**src/design/i2csb_pkg.sv**
```systemverilog
`default_nettype none
// ----------------------------------------------------------------------------
// i2csb_pkg
// Shared types and phase codes for the I2C sensor bus master.
// ----------------------------------------------------------------------------
package i2csb_pkg;

  localparam logic [6:0] DEV_ADDR_RESET = 7'h23;

  localparam logic [4:0] PH_IDLE      = 5'd0;
  localparam logic [4:0] PH_START     = 5'd1;
  localparam logic [4:0] PH_TX_LOW    = 5'd2;
  localparam logic [4:0] PH_TX_HIGH   = 5'd3;
  localparam logic [4:0] PH_ACK_LOW   = 5'd4;
  localparam logic [4:0] PH_ACK_HIGH  = 5'd5;
  localparam logic [4:0] PH_RX_LOW    = 5'd6;
  localparam logic [4:0] PH_RX_HIGH   = 5'd7;
  localparam logic [4:0] PH_MACK_LOW  = 5'd8;
  localparam logic [4:0] PH_MACK_HIGH = 5'd9;
  localparam logic [4:0] PH_STOP_LOW  = 5'd10;
  localparam logic [4:0] PH_STOP_HIGH = 5'd11;
  localparam logic [4:0] PH_STOP_END  = 5'd12;

  localparam logic [3:0] BITS_PER_BYTE = 4'd8;

  localparam logic OP_WRITE = 1'b0;
  localparam logic OP_READ  = 1'b1;

  typedef struct packed {
    logic       go;
    logic       op;
    logic [7:0] command;
    logic       sda_in;
  } in_t;

  typedef struct packed {
    logic        scl;
    logic        sda_out;
    logic        busy_res;
    logic        done_res;
    logic [15:0] reading;
    logic        nak_seen;
  } out_t;

  typedef struct packed {
    logic [4:0]  phase;
    logic [3:0]  bit_count;
    logic [7:0]  shift_byte;
    logic [1:0]  byte_index;
    logic        kind;
    logic [7:0]  command_latch;
    logic [15:0] reading_reg;
    logic        nak_flag;
  } state_t;

endpackage
`default_nettype wire

```
**src/design/i2c_sensor_bus_master.sv**
```systemverilog
`default_nettype none
// ----------------------------------------------------------------------------
// i2c_sensor_bus_master
// I2C master for a two-byte sensor: command writes and measurement reads.
// ----------------------------------------------------------------------------
// usage
//   each input transaction on in_valid/in_ready is one half-bit tick of the
//   bus; it carries go, op, command and the sampled sda_in level
//   each tick yields exactly one output transaction on out_valid/out_ready
//   with the scl/sda drive levels, busy/done flags, last reading and nak flag
//   a write is start, address+w, command, stop; a read is start, address+r,
//   two received bytes (ack then nak), stop
//   out_valid rises in the cycle after a tick is accepted; the tick's logic sits
//   between the port and the result register, so one tick per cycle is
//   taken as long as the result register is empty or being drained
//   stall: when out_ready is low with a result pending, in_ready drops and
//   the bus state holds until the result is taken
//   reset (rst, synchronous): phase idle, all state cleared, device address
//   back to 0x23, no result pending
//   cfg_we/cfg_data load the 7-bit device address at the end of a cfg_we cycle
// ----------------------------------------------------------------------------
module i2c_sensor_bus_master (
  input  wire logic            clk,
  input  wire logic            rst,
  input  wire logic            in_valid,
  output logic                 in_ready,
  input  wire i2csb_pkg::in_t  in_data,
  output logic                 out_valid,
  input  wire logic            out_ready,
  output i2csb_pkg::out_t      out_data,
  input  wire logic            cfg_we,
  input  wire logic [6:0]      cfg_data
);

  // bus state and configuration
  i2csb_pkg::state_t st;
  i2csb_pkg::state_t st_next;
  i2csb_pkg::out_t   res_next;
  logic [6:0]        device_address;
  logic              accept;

  // result slot frees up when empty or drained this cycle
  assign in_ready = !out_valid || out_ready;
  assign accept   = in_valid && in_ready;

  i2csb_step u_step (
    .device_address (device_address),
    .cur            (st),
    .item           (in_data),
    .nxt            (st_next),
    .result         (res_next)
  );

  // control state (phase, counters, flags), result valid flag and device address; all-zero state is idle
  always_ff @(posedge clk) begin
    if (rst) begin
      st             <= '0;
      out_valid      <= 1'b0;
      device_address <= i2csb_pkg::DEV_ADDR_RESET;
    end else begin
      if (cfg_we) begin
        device_address <= cfg_data;
      end
      if (accept) begin
        st        <= st_next;
        out_valid <= 1'b1;
      end else if (out_ready) begin
        out_valid <= 1'b0;
      end
    end
  end

  // result register, loaded on every accepted tick
  always_ff @(posedge clk) begin
    if (accept) begin
      out_data <= res_next;
    end
  end

endmodule
`default_nettype wire

```
**src/design/i2csb_step.sv**
```systemverilog
`default_nettype none
// ----------------------------------------------------------------------------
// i2csb_step
// Next-state and line-level logic for one half-bit tick of the bus master.
// ----------------------------------------------------------------------------
module i2csb_step (
  input  wire logic [6:0]       device_address,
  input  wire i2csb_pkg::state_t cur,
  input  wire i2csb_pkg::in_t    item,
  output i2csb_pkg::state_t      nxt,
  output i2csb_pkg::out_t        result
);

  logic [4:0] ph;
  logic [3:0] bc_inc;
  logic       scl;
  logic       sda;
  logic       busy;
  logic       done;

  assign bc_inc = cur.bit_count + 4'd1;

  always_comb begin
    nxt  = cur;
    ph   = cur.phase;
    scl  = 1'b1;
    sda  = 1'b1;
    busy = 1'b1;
    done = 1'b0;

    // meaningless phase codes behave as idle
    if (ph > i2csb_pkg::PH_STOP_END) begin
      ph = i2csb_pkg::PH_IDLE;
    end
    if (ph == i2csb_pkg::PH_IDLE && item.go) begin
      nxt.kind          = item.op;
      nxt.command_latch = item.command;
      nxt.nak_flag      = 1'b0;
      ph                = i2csb_pkg::PH_START;
    end

    unique case (ph)
      i2csb_pkg::PH_START: begin
        sda            = 1'b0;
        nxt.shift_byte = {device_address, nxt.kind};
        nxt.bit_count  = 4'd0;
        nxt.byte_index = 2'd0;
        nxt.phase      = i2csb_pkg::PH_TX_LOW;
      end
      i2csb_pkg::PH_TX_LOW: begin
        scl       = 1'b0;
        sda       = cur.shift_byte[7];
        nxt.phase = i2csb_pkg::PH_TX_HIGH;
      end
      i2csb_pkg::PH_TX_HIGH: begin
        sda            = cur.shift_byte[7];
        nxt.shift_byte = {cur.shift_byte[6:0], 1'b0};
        nxt.bit_count  = bc_inc;
        nxt.phase      = (bc_inc >= i2csb_pkg::BITS_PER_BYTE) ?
                         i2csb_pkg::PH_ACK_LOW : i2csb_pkg::PH_TX_LOW;
      end
      i2csb_pkg::PH_ACK_LOW: begin
        scl       = 1'b0;
        nxt.phase = i2csb_pkg::PH_ACK_HIGH;
      end
      i2csb_pkg::PH_ACK_HIGH: begin
        if (item.sda_in) begin
          nxt.nak_flag = 1'b1;
        end
        nxt.bit_count = 4'd0;
        if (cur.byte_index == 2'd0 && cur.kind == i2csb_pkg::OP_WRITE) begin
          nxt.shift_byte = cur.command_latch;
          nxt.byte_index = 2'd1;
          nxt.phase      = i2csb_pkg::PH_TX_LOW;
        end else if (cur.byte_index == 2'd0) begin
          nxt.shift_byte = 8'd0;
          nxt.phase      = i2csb_pkg::PH_RX_LOW;
        end else begin
          nxt.phase = i2csb_pkg::PH_STOP_LOW;
        end
      end
      i2csb_pkg::PH_RX_LOW: begin
        scl       = 1'b0;
        nxt.phase = i2csb_pkg::PH_RX_HIGH;
      end
      i2csb_pkg::PH_RX_HIGH: begin
        nxt.shift_byte = {cur.shift_byte[6:0], item.sda_in};
        nxt.bit_count  = bc_inc;
        nxt.phase      = (bc_inc >= i2csb_pkg::BITS_PER_BYTE) ?
                         i2csb_pkg::PH_MACK_LOW : i2csb_pkg::PH_RX_LOW;
      end
      i2csb_pkg::PH_MACK_LOW: begin
        scl       = 1'b0;
        sda       = (cur.byte_index != 2'd0);
        nxt.phase = i2csb_pkg::PH_MACK_HIGH;
      end
      i2csb_pkg::PH_MACK_HIGH: begin
        sda = (cur.byte_index != 2'd0);
        if (cur.byte_index == 2'd0) begin
          nxt.command_latch = cur.shift_byte;
          nxt.shift_byte    = 8'd0;
          nxt.bit_count     = 4'd0;
          nxt.byte_index    = 2'd1;
          nxt.phase         = i2csb_pkg::PH_RX_LOW;
        end else begin
          nxt.phase = i2csb_pkg::PH_STOP_LOW;
        end
      end
      i2csb_pkg::PH_STOP_LOW: begin
        scl       = 1'b0;
        sda       = 1'b0;
        nxt.phase = i2csb_pkg::PH_STOP_HIGH;
      end
      i2csb_pkg::PH_STOP_HIGH: begin
        sda       = 1'b0;
        nxt.phase = i2csb_pkg::PH_STOP_END;
      end
      i2csb_pkg::PH_STOP_END: begin
        busy = 1'b0;
        done = 1'b1;
        if (cur.kind == i2csb_pkg::OP_READ) begin
          nxt.reading_reg = {cur.command_latch, cur.shift_byte};
        end
        nxt.phase = i2csb_pkg::PH_IDLE;
      end
      default: begin
        busy      = 1'b0;
        nxt.phase = i2csb_pkg::PH_IDLE;
      end
    endcase
  end

  assign result.scl      = scl;
  assign result.sda_out  = sda;
  assign result.busy_res = busy;
  assign result.done_res = done;
  assign result.reading  = nxt.reading_reg;
  assign result.nak_seen = nxt.nak_flag;

endmodule
`default_nettype wire

```
**config.mk**
```make
export PLATFORM = sky130hd
export DESIGN_NAME = i2c_sensor_bus_master
export DESIGN_NICKNAME = d
export VERILOG_FILES = /design/src/design/i2csb_pkg.sv /design/src/design/i2c_sensor_bus_master.sv /design/src/design/i2csb_step.sv
export SDC_FILE = /design/constraint.sdc
export NUM_CORES = 1
export LEC_CHECK = 0
export BUFFER_PORTS_ARGS = -buffer_cell sky130_fd_sc_hd__buf_2
export CAP_MARGIN = 20
export CORE_ASPECT_RATIO = 1.2
export CORE_MARGIN = 3
export CORE_UTILIZATION = 51
export DETAILED_ROUTE_END_ITERATION = 10
export PLACE_DENSITY = 0.84
export SLEW_MARGIN = 40
export SYNTH_ARGS = -nofsm -noshare
export SYNTH_HDL_FRONTEND = slang
export SYNTH_SLANG_ARGS = --single-unit
```
**constraint.sdc**
```tcl
create_clock -name clk -period 1.69 [get_ports clk]
set_input_delay 0.169 -clock clk [delete_from_list [all_inputs] [get_ports clk]]
set_output_delay 0.169 -clock clk [all_outputs]
set_load 0.005 [all_outputs]
```
==> metrics.md <==
| Metric | Value |
|---|---|
| TritonCTS Buffers | `9` |
| Worst-margin pin slew | `0.463 ns` |
| Mapped Area | `0.00334 mm^2` |
| Synthesized area per cell | `10.3 um^2` |
| Register area share after synthesis | `0.494` |
| Final Critical Period | `1.71 ns` |
| Hold Fails Final Rpt | `0` |
| Routability cong. | `0.932` |
| Area leader, netlist | `dfxtp_1` |
| Vias per cell | `5.95` |
| Hold WS | `0.0264 ns` |
| Yosys cell types | `55` |
| Critical path class | `register to register` |
| Grt total ovfl | `0` |
| Main synth FF type | `dfxtp_1` |
| Ant. Diodes | `0` |
| Input/output buffers | `45` |
| DR iter-0 viols | `260` |
| Number of non-filler instances in the completed layout | `481` |
| Final instance area | `0.00419 mm^2` |
| TritonRoute pass-1 iters | `8` |
| Status | `finished, violations left` |
| IO Pins | `46` |
| Crit start category | `register` |
| Drt drc | `0` |
| Syn_nets | `349` |
| Most frequent cells in the layout | `46 x nor2_1, 46 x dfxtp_1, 45 x buf_2, 29 x buf_4` |
| CTS sink cnt | `72` |
| Die width | `79.9 um` |
| Root Buffer | `clkbuf_8` |
| Total Power | `3580 uW` |
| Crit-path max FO | `13` |
| FILL cells | `487` |
| Ys async rst share | `0` |
| EDFF count, synth | `21` |
| H-tree levels | `3` |
| FF/Latch Area | `0.00167 mm^2` |
| Layout cell share with drive strength beyond 1 | `0.371` |
| Final setup fails | `1` |
| Max IR drop VDD | `0.000584 V` |
| Dpl cells | `463` |
| LEAKAGE | `0.00179 uW` |
| DR WL/cell | `17.3 um` |
| DRT antenna net count | `0` |
| Yosys reg bits | `72` |
| Final worst-path cycle share | `1.01` |
| GRT Resource Usage Total | `0.227` |
| Max Cap Viol | `0` |
| Pwr dens | `854 mW/mm^2` |
| Post-DP HPWL | `5.71 mm` |
| Area of the multi-input gates | `0.00164 mm^2` |
| Cts hold-fix bufs | `0` |
| Post-synthesis cell count | `325` |
| Slew Limit Fails | `0` |
| Synth Warn # | `0` |
| Max Clk Rate | `0.584 GHz` |
| Top post-synthesis cells by area | `dfxtp_1 31%, edfxtp_1 19%, mux2i_1 6.3%` |
| Initial Util | `0.539` |
| Hold WC Path Type | `primary input to register` |
| Violated checks | `setup timing` |
| NumNets Final | `418` |
| Die Y | `94.7 um` |
| DR vias | `2862` |
| Critical Path End Type | `register` |
| Max clock buf depth | `2` |
| Synth top area share | `0.305` |
| DIE AREA | `0.00757 mm^2` |
| Dpl cell area | `0.00388 mm^2` |
| Core region area | `0.00621 mm^2` |
| Row count | `31` |
| Number of global-route vias before repair | `2689` |
| Global-route wire length before repair | `13.2 mm` |
| Relative slew margins | `0.691` |
| Layout area overhead | `25.3%` |
| Worst Clk Skew | `0.0153 ns` |
| Final WL | `8.31 mm` |
| Setup WS post-layout | `-0.0237 ns` |
| RSZ-0062 raised after global routing | `true` |
| Initial antenna violation count | `0` |
| Worst-Skew Late Latency | `0.36 ns` |
| TritonCTS clock tree | `done` |
| Worst-path clk slew | `0.08 ns` |
| Worst EP required | `1.94 ns` |
| CP Data Arrival Time | `1.97 ns` |
| Largest net degree at the start of global routing | `52` |
==> logic make-up (layout without fill, tap and decap cells) <==
| group | count (synthesis) | in the layout | synth area share |
|---|---|---|---|
| muxes | 38 | 38 | 0.120 |
| AOI/OAI and AO/OA | 68 | 68 | 0.155 |
| xor gates and xnor gates | 2 | 2 | 0.00524 |
| DFF | 72 | 72 | 0.494 |
| adders and majority gates | 1 | 1 | 0.00374 |
| and+or+nand+nor | 113 | 113 | 0.177 |
| buffers and inverters | 31 | 105 | 0.0453 |
==> synthesized netlist by cell type (3+ instances only) <==
cell type and n:
dfxtp_1 51, nor2_1 46, edfxtp_1 21, mux2i_1 21, nand2_1 20, mux2_2 17
a21oi_1 14, clkbuf_1 14, o21ai_0 11, nand3_1 9, a222oi_1 8, a211oi_1 7
nor2b_1 7, a311oi_1 6, buf_4 6, inv_1 5, or3_1 5, and2_1 4
buf_2 4, a211o_1 3, and3_1 3, nand2b_1 3
==> final cells by class <==
class                           instances  share of cell area
Clock inverter                          7              0.0140
Clock buffer                            9              0.0296
Timing Repair Buffer                   83               0.138
Multi-Input combinational cell        222               0.390
Inverter                                6             0.00597
Sequential cell                        72               0.397
Tap cell                               82              0.0245
==> per-stage QoR <==
stage / setup TNS (ns) / worst slack (ns) / utilization
final: -0.0237 / -0.0237 / 0.675
after global placement: -1.47 / -0.111 / 0.625
after detailed placement: -2.58 / -0.122 / 0.625
after floorplan: 0 / 0.0160 / -
after CTS: 0 / 0.00631 / 0.661
after global routing: -0.402 / -0.0542 / 0.675
==> registers in the layout, indices dropped and copies added (netlist names) <==
name	count
device_address	7
out_data	21
out_valid	1
st	43
==> what timing repair did <==
| item | in CTS | in global routing |
|---|---|---|
| buffers inserted | 1 | 1 |
| pin swaps | 4 | 17 |
| gates cloned | 0 | 0 |
| gates resized for setup | 11 | 20 |
| setup endpoints to repair | 40 | 36 |
==> worst max-delay path, cell delays in order (launching register included) <==
cell and delay [ns]:
dfxtp_4 0.38, buf_4 0.16, o211a_1 0.24, o21ai_4 0.23, a21oi_4 0.09, buf_12 0.15, buf_4 0.15, a311oi_2 0.23
==> metal layers <==
metal	wire [um]	track usage	vias up	share of wire
met5	0	0	-	0
met4	282	0.110	0	0.034
met3	560	0.0477	26	0.067
met2	3950	0.358	133	0.48
met1	3520	0.296	1364	0.42
li1	-	-	1339	-
==> power breakdown <==
part           switching [uW]  internal (uW)
combinational             202            186
sequential               70.9           1840
clock                     717            558
==> worst paths after layout <==
| kind | from | endpoint | slack [ns] | cells past startpoint |
|---|---|---|---|---|
| setup / recovery | st[41] | st[19] | -0.02 | 7 |
| setup reg to reg | st[41] | st[19] | -0.02 | 7 |
| hold / removal | cfg_data[1] | device_address[1] | 0.03 | 2 |
| hold reg to reg | st[0] | st[0] | 0.49 | 2 |
(Power assumes the default switching activity.)
